$ cat src/hw/rtl/ghd_pkg.sv
// ghd_pkg: shared types, constants and the symbol lookup for the geohash decoder
// used by every module of the geohash_decoder block; no dependencies
package ghd_pkg;

    // geometry of the decode
    localparam int MAX_CHARS = 12;
    localparam int CNT_W     = 4;
    localparam int SYM_W     = 5;
    localparam int NSYM      = 1 << SYM_W;
    localparam int AXIS_W    = (MAX_CHARS * SYM_W + 1) / 2;
    localparam int AXN_W     = 5;
    localparam int COORD_W   = 32;

    // base32 alphabet, first symbol in the top byte
    localparam logic [8*NSYM-1:0] ALPHABET = "0123456789bcdefghjkmnpqrstuvwxyz";

    typedef enum logic [1:0] {
        ST_OK      = 2'd0,
        ST_BADCHAR = 2'd1,
        ST_TOOLONG = 2'd2
    } status_t;

    typedef struct packed {
        logic [7:0] char_code;
        logic       last_char;
    } chr_t;

    typedef struct packed {
        logic signed [COORD_W-1:0] latitude;
        logic signed [COORD_W-1:0] longitude;
        status_t                   status;
    } pos_t;

    // classified character as it travels through the queue
    typedef struct packed {
        logic             last;
        logic             bad;
        logic [SYM_W-1:0] value;
    } sym_t;

    // map an ascii code to its 5-bit symbol, flag codes outside the alphabet
    function automatic sym_t classify(logic [7:0] code, logic last);
        sym_t s;
        s.last  = last;
        s.bad   = 1'b1;
        s.value = '0;
        for (int k = 0; k < NSYM; k++) begin
            if (ALPHABET[8*(NSYM-1-k) +: 8] == code) begin
                s.bad   = 1'b0;
                s.value = SYM_W'(k);
            end
        end
        return s;
    endfunction

endpackage

$ cat src/hw/rtl/ghd_front.sv
// ghd_front: accepts characters and classifies them into alphabet symbols
// depends on ghd_pkg; feeds ghd_queue
module ghd_front (
    input  ghd_pkg::chr_t chr_data,
    input  logic          chr_valid,
    input  logic          q_full,
    output logic          chr_stall,
    output logic          push,
    output ghd_pkg::sym_t push_data
);
    import ghd_pkg::*;

    // accept whenever the queue has room
    assign chr_stall = q_full;
    assign push      = chr_valid & ~q_full;

    // symbol lookup
    assign push_data = classify(chr_data.char_code, chr_data.last_char);

endmodule

$ cat src/hw/rtl/ghd_queue.sv
// ghd_queue: two-entry queue of classified symbols between front and back
// depends on ghd_pkg
module ghd_queue (
    input  logic          clk,
    input  logic          rst_n,
    input  logic          push,
    input  ghd_pkg::sym_t push_data,
    input  logic          pop,
    output logic          full,
    output logic          head_valid,
    output ghd_pkg::sym_t head_data
);
    import ghd_pkg::*;

    sym_t       entry_reg [2];
    logic       wr_ptr_reg, wr_ptr_next;
    logic       rd_ptr_reg, rd_ptr_next;
    logic [1:0] count_reg, count_next;

    assign full       = (count_reg == 2'd2);
    assign head_valid = (count_reg != 2'd0);
    assign head_data  = entry_reg[rd_ptr_reg];

    // pointer and fill bookkeeping
    always_comb
    begin
        wr_ptr_next = wr_ptr_reg ^ push;
        rd_ptr_next = rd_ptr_reg ^ pop;
        count_next  = count_reg + {1'b0, push} - {1'b0, pop};
    end

    always_ff @(posedge clk or negedge rst_n)
    begin
        if (!rst_n)
        begin
            wr_ptr_reg <= 1'b0;
            rd_ptr_reg <= 1'b0;
            count_reg  <= 2'd0;
        end
        else
        begin
            wr_ptr_reg <= wr_ptr_next;
            rd_ptr_reg <= rd_ptr_next;
            count_reg  <= count_next;
        end
    end

    // storage
    always_ff @(posedge clk)
    begin
        if (push)
        begin
            entry_reg[wr_ptr_reg] <= push_data;
        end
    end

endmodule

$ cat src/hw/rtl/ghd_back.sv
// ghd_back: bisection state per axis, error tracking and the result register
// depends on ghd_pkg; pops symbols from ghd_queue
module ghd_back (
    input  logic          clk,
    input  logic          rst_n,
    input  logic          head_valid,
    input  ghd_pkg::sym_t head_data,
    output logic          pop,
    input  logic          pos_stall,
    output logic          pos_valid,
    output ghd_pkg::pos_t pos_data
);
    import ghd_pkg::*;

    // each axis keeps the chosen-half bits as a prefix; the center follows from it
    logic [AXIS_W-1:0] lon_bits_reg, lon_bits_next;
    logic [AXIS_W-1:0] lat_bits_reg, lat_bits_next;
    logic [AXN_W-1:0]  lon_n_reg, lon_n_next;
    logic [AXN_W-1:0]  lat_n_reg, lat_n_next;
    logic [CNT_W-1:0]  count_reg, count_next;
    status_t           err_reg, err_next;
    logic              out_valid_reg, out_valid_next;
    pos_t              out_data_reg, out_data_next;
    logic              out_free;
    logic [SYM_W-1:0]  v;

    // center of an interval given its prefix bits and prefix length
    function automatic logic signed [COORD_W-1:0] center(logic [AXIS_W-1:0] p,
                                                         logic [AXN_W-1:0] n);
        logic [COORD_W-1:0] u;
        u = COORD_W'({p, 1'b1}) << (AXN_W'(COORD_W - 1) - n);
        return {~u[COORD_W-1], u[COORD_W-2:0]};
    endfunction

    assign out_free  = ~out_valid_reg | ~pos_stall;
    assign pop       = head_valid & (~head_data.last | out_free);
    assign v         = head_data.value;
    assign pos_valid = out_valid_reg;
    assign pos_data  = out_data_reg;

    // per-character update and result formation
    always_comb
    begin
        lon_bits_next  = lon_bits_reg;
        lat_bits_next  = lat_bits_reg;
        lon_n_next     = lon_n_reg;
        lat_n_next     = lat_n_reg;
        count_next     = count_reg;
        err_next       = err_reg;
        out_data_next  = out_data_reg;
        out_valid_next = out_valid_reg & pos_stall;

        if (pop)
        begin
            if (count_reg == CNT_W'(MAX_CHARS))
            begin
                if (err_reg == ST_OK)
                begin
                    err_next = ST_TOOLONG;
                end
            end
            else
            begin
                count_next = count_reg + 1'b1;
                if (head_data.bad)
                begin
                    if (err_reg == ST_OK)
                    begin
                        err_next = ST_BADCHAR;
                    end
                end
                else if (!count_reg[0])
                begin
                    // even character: longitude takes three bits
                    lon_bits_next = {lon_bits_reg[AXIS_W-4:0], v[4], v[2], v[0]};
                    lat_bits_next = {lat_bits_reg[AXIS_W-3:0], v[3], v[1]};
                    lon_n_next    = lon_n_reg + AXN_W'(3);
                    lat_n_next    = lat_n_reg + AXN_W'(2);
                end
                else
                begin
                    // odd character: latitude takes three bits
                    lat_bits_next = {lat_bits_reg[AXIS_W-4:0], v[4], v[2], v[0]};
                    lon_bits_next = {lon_bits_reg[AXIS_W-3:0], v[3], v[1]};
                    lat_n_next    = lat_n_reg + AXN_W'(3);
                    lon_n_next    = lon_n_reg + AXN_W'(2);
                end
            end

            if (head_data.last)
            begin
                out_valid_next       = 1'b1;
                out_data_next.status = err_next;
                if (err_next == ST_OK)
                begin
                    out_data_next.latitude  = center(lat_bits_next, lat_n_next);
                    out_data_next.longitude = center(lon_bits_next, lon_n_next);
                end
                else
                begin
                    out_data_next.latitude  = '0;
                    out_data_next.longitude = '0;
                end
                // back to the full intervals
                lon_bits_next = '0;
                lat_bits_next = '0;
                lon_n_next    = '0;
                lat_n_next    = '0;
                count_next    = '0;
                err_next      = ST_OK;
            end
        end
    end

    always_ff @(posedge clk or negedge rst_n)
    begin
        if (!rst_n)
        begin
            lon_bits_reg  <= '0;
            lat_bits_reg  <= '0;
            lon_n_reg     <= '0;
            lat_n_reg     <= '0;
            count_reg     <= '0;
            err_reg       <= ST_OK;
            out_valid_reg <= 1'b0;
        end
        else
        begin
            lon_bits_reg  <= lon_bits_next;
            lat_bits_reg  <= lat_bits_next;
            lon_n_reg     <= lon_n_next;
            lat_n_reg     <= lat_n_next;
            count_reg     <= count_next;
            err_reg       <= err_next;
            out_valid_reg <= out_valid_next;
        end
    end

    // result payload
    always_ff @(posedge clk)
    begin
        out_data_reg <= out_data_next;
    end

endmodule

$ cat src/hw/rtl/geohash_decoder.sv
// geohash_decoder: one character per transfer, one position per terminated string.
// Throughput: one character per cycle while the result output is not stalled.
// Path: the last character passes through a queue entry register and then the result
// register; each character still waiting ahead of it in the queue delays the position.
// Reset: asynchronous, active low; intervals, counters, queue and result valid clear.
// Depends on ghd_pkg, ghd_front, ghd_queue, ghd_back.
module geohash_decoder (
    input  logic          clk,
    input  logic          rst_n,
    input  logic          chr_valid,
    output logic          chr_stall,
    input  ghd_pkg::chr_t chr_data,
    output logic          pos_valid,
    input  logic          pos_stall,
    output ghd_pkg::pos_t pos_data
);
    import ghd_pkg::*;

    logic q_full;
    logic push;
    sym_t push_data;
    logic pop;
    logic head_valid;
    sym_t head_data;

    // classify incoming characters
    ghd_front u_front (
        .chr_data  (chr_data),
        .chr_valid (chr_valid),
        .q_full    (q_full),
        .chr_stall (chr_stall),
        .push      (push),
        .push_data (push_data)
    );

    // decoupling queue
    ghd_queue u_queue (
        .clk        (clk),
        .rst_n      (rst_n),
        .push       (push),
        .push_data  (push_data),
        .pop        (pop),
        .full       (q_full),
        .head_valid (head_valid),
        .head_data  (head_data)
    );

    // bisection and result
    ghd_back u_back (
        .clk        (clk),
        .rst_n      (rst_n),
        .head_valid (head_valid),
        .head_data  (head_data),
        .pop        (pop),
        .pos_stall  (pos_stall),
        .pos_valid  (pos_valid),
        .pos_data   (pos_data)
    );

`ifndef NO_ASSERTIONS
    // an error result carries no coordinates
    a_err_zero: assert property (@(posedge clk) disable iff (!rst_n)
        pos_valid && pos_data.status != ST_OK |->
            pos_data.latitude == '0 && pos_data.longitude == '0)
        else $error("error result with nonzero coordinates");

    // a center lies strictly inside the full range
    a_lat_inside: assert property (@(posedge clk) disable iff (!rst_n)
        pos_valid && pos_data.status == ST_OK |-> pos_data.latitude != 32'sh8000_0000)
        else $error("latitude center on range edge");

    a_lon_inside: assert property (@(posedge clk) disable iff (!rst_n)
        pos_valid && pos_data.status == ST_OK |-> pos_data.longitude != 32'sh8000_0000)
        else $error("longitude center on range edge");

    // the queue only refuses characters when the back end is blocked on a result
    a_stall_cause: assert property (@(posedge clk) disable iff (!rst_n)
        chr_stall |-> pos_valid && $past(pos_stall))
        else $error("input stalled without a blocked result");
`endif

endmodule

$ cat config.mk
export PLATFORM = sky130hd
export DESIGN_NAME = geohash_decoder
export DESIGN_NICKNAME = d
export VERILOG_FILES = /design/src/hw/rtl/ghd_pkg.sv /design/src/hw/rtl/ghd_front.sv /design/src/hw/rtl/ghd_queue.sv /design/src/hw/rtl/ghd_back.sv /design/src/hw/rtl/geohash_decoder.sv
export SDC_FILE = /design/constraint.sdc
export NUM_CORES = 1
export LEC_CHECK = 0
export ABC_AREA = 1
export BUFFER_PORTS_ARGS = -buffer_cell sky130_fd_sc_hd__buf_2
export CAP_MARGIN = 20
export CORE_MARGIN = 3
export CORE_UTILIZATION = 45
export CTS_CLUSTER_DIAMETER = 120
export DETAILED_ROUTE_END_ITERATION = 8
export GPL_TIMING_DRIVEN = 0
export PLACE_DENSITY_LB_ADDON = 0.2
export SETUP_SLACK_MARGIN = 0.05
export SYNTH_ARGS = -nofsm -noshare
export SYNTH_HDL_FRONTEND = slang
export SYNTH_HIERARCHICAL = 1
export SYNTH_SLANG_ARGS = --single-unit
$ cat constraint.sdc
create_clock -name clk -period 2.77 [get_ports clk]
set_input_delay 0.6925 -clock clk [delete_from_list [all_inputs] [get_ports clk]]
set_output_delay 0.6925 -clock clk [all_outputs]
set_load 0.005 [all_outputs]
## Word-level counts from Yosys, hierarchy flattened

Memories as Yosys holds them, arrays and structs flattened.
Cells that the tools add are included.

| operators by class | value |
|---|---|
| bitwise logic cells | 13 |
| eq/ne operators | 35 |
| multiplexer cells | 64 |
| add/subtract/negate cells | 9 |
| reduce and logical (&&, ||, !) cells | 5 |
| shift operators | 2 |

Operators by type and width:

| kind | count |
|---|---|
| $mux W30 | 10 |
| $mux W6 | 32 |
| $eq A7 B8 Y1 const A | 22 |
| $eq A6 B8 Y1 const A | 10 |
| $shl A31 B5 Y32 | 2 |
| $mux W5 | 10 |
| $add A5 B2 Y5 const B | 4 |
| $mux W2 | 6 |
| $sub A5 B5 Y5 const A | 2 |
| $mux W4 | 2 |
| $not A1 Y1 | 6 |
| $add A4 B1 Y4 const B | 1 |
| $eq A4 B4 Y1 const B | 1 |
| $logic_not A2 Y1 | 2 |
| $mux W1 | 4 |
| $reduce_and A2 Y1 | 2 |
| $and A1 B1 Y1 | 3 |
| $add A2 B1 Y2 | 1 |
| $eq A2 B2 Y1 const B | 1 |
| $ne A2 B1 Y1 const B | 1 |
| $or A1 B1 Y1 | 2 |
| $reduce_bool A2 Y1 | 1 |
| $sub A2 B1 Y2 | 1 |
| $xor A1 B1 Y1 | 2 |

| word-level totals | value |
|---|---|
| bits in registers | 147 |
| memories kept | 1 |
| output and inout bits | 68 |
| word-level logic and storage cells | 142 |
| input bits | 13 |
| bits in writable memories | 14 |

Memory list:

| memory | words | width | rd ports | clocked after memory_dff | write ports | line | source |
|---|---|---|---|---|---|---|---|
| u_queue.entry_reg | 2 | 7 | 1 | 0 | 1 | ghd_queue.sv:15 | `sym_t entry_reg [2];` |

## Logic depth before layout (Yosys ltp)

Gate-level depths: netlist of the first run.

| logic depth | value |
|---|---|
| word-level depth | 33 |
| gate-level depth with buffers | 17 |
| depth with buffers taken out | 15 |

## Modules after synthesis

Netlist of the first run, hierarchy kept.

By module, submodules not included:

| module | sequential area each (µm²) | cells each | times used | area an instance (µm²) |
|---|---|---|---|---|
| ghd_back | 3,908.7 | 1,473 | 1 | 10,186.0 |
| ghd_queue | 520.5 | 60 | 1 | 735.7 |
| ghd_front | 0.0 | 102 | 1 | 513.0 |

## Worst setup path before layout of the first run

No wires, ideal clock.

| timing | value |
|---|---|
| path kind | register -> register |
| from | register u_queue.rd_ptr_reg |
| to | register u_back.out_data_reg (netlist bit u_back/pos_data[0]) (enable) |
| library setup time | 423 ps |
| clock period less this slack | 2,939 ps |
| data required time | 2,347 ps |
| setup slack | -169 ps |
| cell stages (with the launch flop) | 9 |
| arrival time | 2,516 ps |
| path buffers | 1 |
| path through | dfrtp_1 buf_6 nand2_1 o21ai_0 inv_1 o21ai_1 inv_2 nand2_1 inv_1 |

RTL lines:

| item | line | source |
|---|---|---|
| start, declared | ghd_queue.sv:17 | `logic rd_ptr_reg, rd_ptr_next;` |
| start signal, assigned | ghd_queue.sv:43 | `rd_ptr_reg <= rd_ptr_next;` |
| end signal, assigned | ghd_back.sv:142 | `out_data_reg <= out_data_next;` |
| end, declared | ghd_back.sv:23 | `pos_t out_data_reg, out_data_next;` |

## Final worst setup path of the first run

| timing | value |
|---|---|
| from | register u_back.count_reg[0] |
| to | register u_back.out_data_reg (netlist bit u_back/pos_data[63]), data pin |

| between the ends | value |
|---|---|
| word-level cells in the longest chain between the ends | 6 |
| elaborated cells on any way between the ends | 14 |
| classes of those cells | add/sub (1); eq/ne (1); shift (1); mux (10); reduce/logical (1) |

RTL lines:

| item | line | source |
|---|---|---|
| start, declared | ghd_back.sv:20 | `logic [CNT_W-1:0] count_reg, count_next;` |
| start signal, assigned | ghd_back.sv:133 | `count_reg <= count_next;` |
| $mux W5 | ghd_back.sv:72 | `else if (!count_reg[0])` |
| $mux W5 | ghd_back.sv:65 | `if (head_data.bad)` |
| $mux W5 | ghd_back.sv:55 | `if (count_reg == CNT_W'(MAX_CHARS))` |
| $mux W5 | ghd_back.sv:53 | `if (pop)` |
| $sub A5 B5 Y5 | ghd_back.sv:31 | `u = COORD_W'({p, 1'b1}) << (AXN_W'(COORD_W - 1) - n);` |
| $shl A31 B5 Y32 | ghd_back.sv:31 |  |

Several ways; a longest one is shown, not always the timed one. The select of a mux whose other input is x is not followed.
A chain may end at the register's enable or synchronous reset.

==> results of run 1 <==
through the flow:
stage	setup WS (ns)	instance area, sq um
floorplan	0.1272	11440
global placement	-0.9572	12240
detailed placement	-0.5338	12290
CTS	0.02216	13250
global route	-0.02152	14310
finish	0.04935	14310
synth_stat cells, types with 8 or more instances:
cell	number
inv_1	122
nand4_1	17
o22ai_1	27
clkbuf_1	34
nand2_1	434
ha_1	12
o21ai_0	74
buf_4	13
buf_6	8
edfxtp_1	80
nor2_1	151
nor3_1	10
buf_2	45
a21oi_1	30
o31ai_1	9
o32ai_1	31
dfrtp_1	81
nand3_1	374
o21ai_1	11
inv_2	18
critical path, delay by kind of cell, from the launching register on:
family	cells	cell delay [ns]
flops	1	0.45
fa+ha+maj	1	0.14
simple gates	10	1.35
buf+inv	4	0.52
what timing repair did:
action	4_1_cts	5_1_grt
setup endpoints to repair	207	167
resized for setup	85	259
cloned	2	2
setup buffers	9	19
pin swaps	16	35
routing by layer:
layer  track usage, %  share of wire [%]
met5                0                  0
met4            7.183                1.7
met3            5.812                9.3
met2            45.45                 45
met1            43.14                 44
worst min-delay path by stage:
stage / start / to / depth (start not counted) / slack, ns
floorplan: rst_n / u_back/count_reg[0] / 0 / 0.40
global route: rst_n / u_back/lat_bits_reg[6] / 1 / 0.16
finish: rst_n / u_back/lat_bits_reg[6] / 1 / 0.15
CTS: rst_n / u_back/lat_bits_reg[6] / 1 / 0.15
global placement: u_back/lat_n_reg[4] / u_back/lat_n_reg[4] / 2 / 0.49
detailed placement: u_back/pos_valid / u_back/pos_valid / 2 / 0.50
kinds of logic after synthesis:
family	Yosys count	share of synthesized area [%]
adders and majority gates	12	1.313
buffers and inverters	245	9.596
AOI/OAI and AO/OA	194	10.44
DFF	161	38.74
and+or+nand+nor	1015	39.17
xor gates and xnor gates	8	0.7440
area by class of cell:
cell class              instances  area, sq um
flip-flops and latches        161         4432
repair buffers                111        705.7
inverters                     141        546.8
repair inverters                1        7.507
fillers                      2335        10360
plain buffers                 103        755.7
well taps                     324        405.4
multi-input cells            1230         6837
clock inverters                14        192.7
clock buffers                  18        429.2
==> results.ini, run 1 <==
[timing]
setup_viol=0
finalMaxSlewViolations=0
slew_headroom_pct=47.44
finClkSkew_ns=0.009904
holdWs_ns=0.1522
period_share_pct=98.22
fin_crit_ns=2.721
finalHoldViolCount=0
fmax_mhz=367.6
rsz0062_at_grt=yes
setup_tns_ns=0
worst_pin_slew_ns=0.7884

[worst_setup_path]
path_cells=inv_4 -> buf_12 -> ha_4 -> nand3_4 -> nand2_8 -> inv_2 -> buf_6 -> nor2_2 -> nor2_2 -> nand2_1 -> nand3_1 -> nand3_1 -> nand3_1 -> nand3_1 -> nand2_1
startpoint=u_back/count_reg[0]
reg2reg_to=u_back/pos_data[63]
max_stage_delay_ns=0.45
worstPathRequired_ns=2.96
crit_top_cell=nand3_1
crit_slowest_cell=dfrtp_2
rr_startpoint=u_back/count_reg[0]
endpoint_kind=register
r2r_setup_slack_ns=0.05
start_kind=register
endpoint=u_back/pos_data[63]
r2r_cells=15
arrival_ns=2.91
worstSetupPathType=reg2reg
cp_max_fo=10

[global_routing]
grt_pass1_wl_um=63050
overflow=0
grt_pass1_vias=11330
antenna_found_initial=0
track_usage_pct=29.64
grt_max_degree=65

[place]
dp_cells=2040
dp_hpwl_um=30140
gp_congestion=1.040
port-buffer-count=79

[detailed_routing]
drt_iter0_drc=1634
via_per_inst=5.950
wire_per_inst_um=19.43
ant_nets=0
drt_pass1_iterations=9
totalWireLength_um=40870
vias=12510
route.detailed.drc=0

[clock_tree]
htreeDepth=4
cts_hold_buffers=0
clockBufferDepth=2
cts_buffers=17
cts_sinks=161
clk_pin_slew_ns=0.07
root_buffer=clkbuf_16
cts_tree=yes
clock_latency_ns=0.44

[flow_run]
max-cap-violations=0

[layout]
n_antenna_cell=0
nets=1791
drive_gt1_share_pct=27.54
layout_common_cells=nand2_1, nand3_1, inv_1
syn_to_final_growth_pct=25.16
post-route-util_pct=58.00
largest_reg_flops=66
final_common_cell=nand2_1
final_cells=2103

[floorplanning]
die_x_um=165.4
core-area_sq_um=24680
dieHeight_um=165.4
start_util_pct=46.34
io_pins=81
std_cell_rows=57
fp.dieArea_sq_um=27360

[logic_synthesis]
syn-cell-area_sq_um=11430
synth_area_leaders=edfxtp_1, dfrtp_1, nand3_1
ys_seq_area_share_pct=38.74
yosys_warnings=6
syn-instance-count=1635
syn-mean-instance-area_sq_um=6.994
synthDistinctLibCells=47
async_flop_share_pct=50.31
synth_edf_count=80
ys_seq_elements=161
synthFlopType=dfrtp_1
yosysTopAreaCellShare_pct=21.01
synth_top_cell_by_area=edfxtp_1
synth_nets=1660

[status]
status=finished clean

[min_path]
hp-class=in2async

Power of run 1 is not shown: default switching activity piles up to over one toggle a cycle in this logic, so the estimate is an artifact.
==> run 2, diff against run 1 <==
--- a/config.mk
+++ b/config.mk
@@ -14,6 +14,7 @@
 export DETAILED_ROUTE_END_ITERATION = 8
 export GPL_TIMING_DRIVEN = 0
 export PLACE_DENSITY_LB_ADDON = 0.2
+export RECOVER_POWER = 100
 export SETUP_SLACK_MARGIN = 0.05
 export SYNTH_ARGS = -nofsm -noshare
 export SYNTH_HDL_FRONTEND = slang
==> constraint.sdc (replaced) <==
create_clock -name clk -period 2.77 [get_ports clk]
set_input_delay 0.4155 -clock clk [delete_from_list [all_inputs] [get_ports clk]]
set_output_delay 0.4155 -clock clk [all_outputs]
set_load 0.005 [all_outputs]
==> run 2 against run 1 <==
  * Register-to-register slack is essentially flat
  * Maximum frequency grew 0.54%
  * Critical path type unchanged
  * Final cell count is essentially flat
  * Global-route usage is essentially flat
  * Highest routed layer unchanged
  * Utilization shrank 0.36 points
  * Design area shrank 0.63%
  * Via count shrank 0.70%
  * Sequential share of layout area grew 0.20 points
  * Sequential cell count is the same
  * Critical path depth is the same
  * Non-clock buffer count grew 1
  * Worst setup slack gained 0.015 ns
==> results.ini, run 2 (same netlist as run 1, synthesis figures left out) <==
[place]
gp_congestion=1.040
port-buffer-count=79
placed_cell_area_sq_um=12290
dp_cells=2040
place_ws_ns=-0.5338
dp_hpwl_um=30140

[clock_tree]
htreeDepth=4
clock_latency_ns=0.44
clk_pin_slew_ns=0.07
cts_sinks=161
cts_buffers=17
clockBufferDepth=2
cts_tree=yes
root_buffer=clkbuf_16

[layout]
largest_reg_flops=66
layout_common_cells=nand2_1, nand3_1, inv_1
syn_to_final_growth_pct=24.37
final_cells=2104
drive_gt1_share_pct=24.04
nets=1792
final_common_cell=nand2_1
n_antenna_cell=0
stdcell_area_sq_um=14220

[global_routing]
grt_pass1_wl_um=63060
track_usage_pct=29.64
antenna_found_initial=0
grt_max_degree=65
grt_pass1_vias=11330
overflow=0

[timing]
worst_pin_slew_ns=1.408
finalMaxSlewViolations=0
holdWs_ns=0.1853
slew_headroom_pct=6.107
fin_crit_ns=2.706
fin_ws_ns=0.06391
fmax_mhz=369.5
setup_viol=0
finalHoldViolCount=0
finClkSkew_ns=0.01089
period_share_pct=97.69
rsz0062_at_grt=yes

[floorplanning]
die_x_um=165.4
fp.dieArea_sq_um=27360
core-area_sq_um=24680
dieHeight_um=165.4
std_cell_rows=57
start_util_pct=46.34
io_pins=81

[worst_setup_path]
worstPathRequired_ns=2.96
start_kind=register
worstSetupPathType=reg2reg
cp_max_fo=10
endpoint_kind=register
arrival_ns=2.90

[detailed_routing]
wire_per_inst_um=19.43
route.detailed.drc=0
drt_iter0_drc=1519
drt_pass1_iterations=6
via_per_inst=5.905
ant_nets=0
totalWireLength_um=40880
vias=12420

[min_path]
hp-class=in2reg

[status]
status=finished clean

[flow_run]
max-cap-violations=0

## run 2: cell types whose count changed in the layout (fill, tap and decap cells not counted), moves of 2 or more
cell,delta
clkbuf_1,+56
buf_2,-51
buf_4,-5
nand2_2,-2
nand2_1,+2
## run 2: timing repair
item / CTS / global route
hold buffers: 1 / 0
setup buffers: 9 / 19
cloned: 2 / 2
endpoints found under the hold margin: 17 / 0
resized for setup: 85 / 259
pin swaps: 16 / 35
endpoints found under the setup margin: 207 / 167
## run 2: cell type report
class / instances / area, sq um
Buffer: 103 / 738.2
Clock buffer: 18 / 429.2
Clock inverter: 14 / 192.7
Fill cell: 2373 / 10460
Inverter: 141 / 544.3
Multi-Input combinational cell: 1230 / 6829
Sequential cell: 161 / 4432
Tap cell: 324 / 405.4
Timing Repair Buffer: 112 / 643.1
Timing Repair inverter: 1 / 7.507
## run 2: path summary, 6_finish.rpt
| check | to | slack (ns) | start | cells past startpoint |
|---|---|---|---|---|
| max in group asynchronous | u_back/count_reg[0] | 0.90 | rst_n | 3 |
| min in group asynchronous | u_back/lat_bits_reg[6] | 0.85 | rst_n | 2 |
| worst min-delay path | u_queue/entry_reg[0][6] | 0.19 | chr_data[0] | 1 |
| worst max register to register | u_back/pos_data[63] | 0.06 | u_back/count_reg[0] | 15 |
| worst min register to register | u_back/pos_valid | 0.54 | u_back/pos_valid | 2 |
| worst max-delay path | u_back/pos_data[63] | 0.06 | u_back/count_reg[0] | 15 |
## run 2: per-layer routing
metal / vias to the layer above / track usage (%) / wire (um)
met1: 5908 / 43.16 / 18100
li1: 5810 / - / -
met3: 64 / 5.812 / 3894
met4: 0 / 7.183 / 625
met2: 642 / 45.45 / 18260
met5: - / 0 / 0
## run 2: per-stage QoR
step	setup TNS [ns]	util [%]
2_1_floorplan	0	-
3_3_place_gp	-93.93	49.61
3_5_place_dp	-43.34	49.82
4_1_cts	0	53.72
5_1_grt	-0.04943	57.63
6_report	0	57.63
## run 2: worst max-delay path: stages, from the launching register on
cell	delay, ns
dfrtp_2	0.45
inv_4	0.09
buf_12	0.12
ha_4	0.14
nand3_4	0.22
nand2_8	0.23
inv_2	0.12
buf_6	0.19
nor2_2	0.12
nor2_2	0.06
nand2_1	0.09
nand3_1	0.19
nand3_1	0.18
nand3_1	0.10
nand3_1	0.10
nand2_1	0.05
Power of run 2 is left out for the same reason.
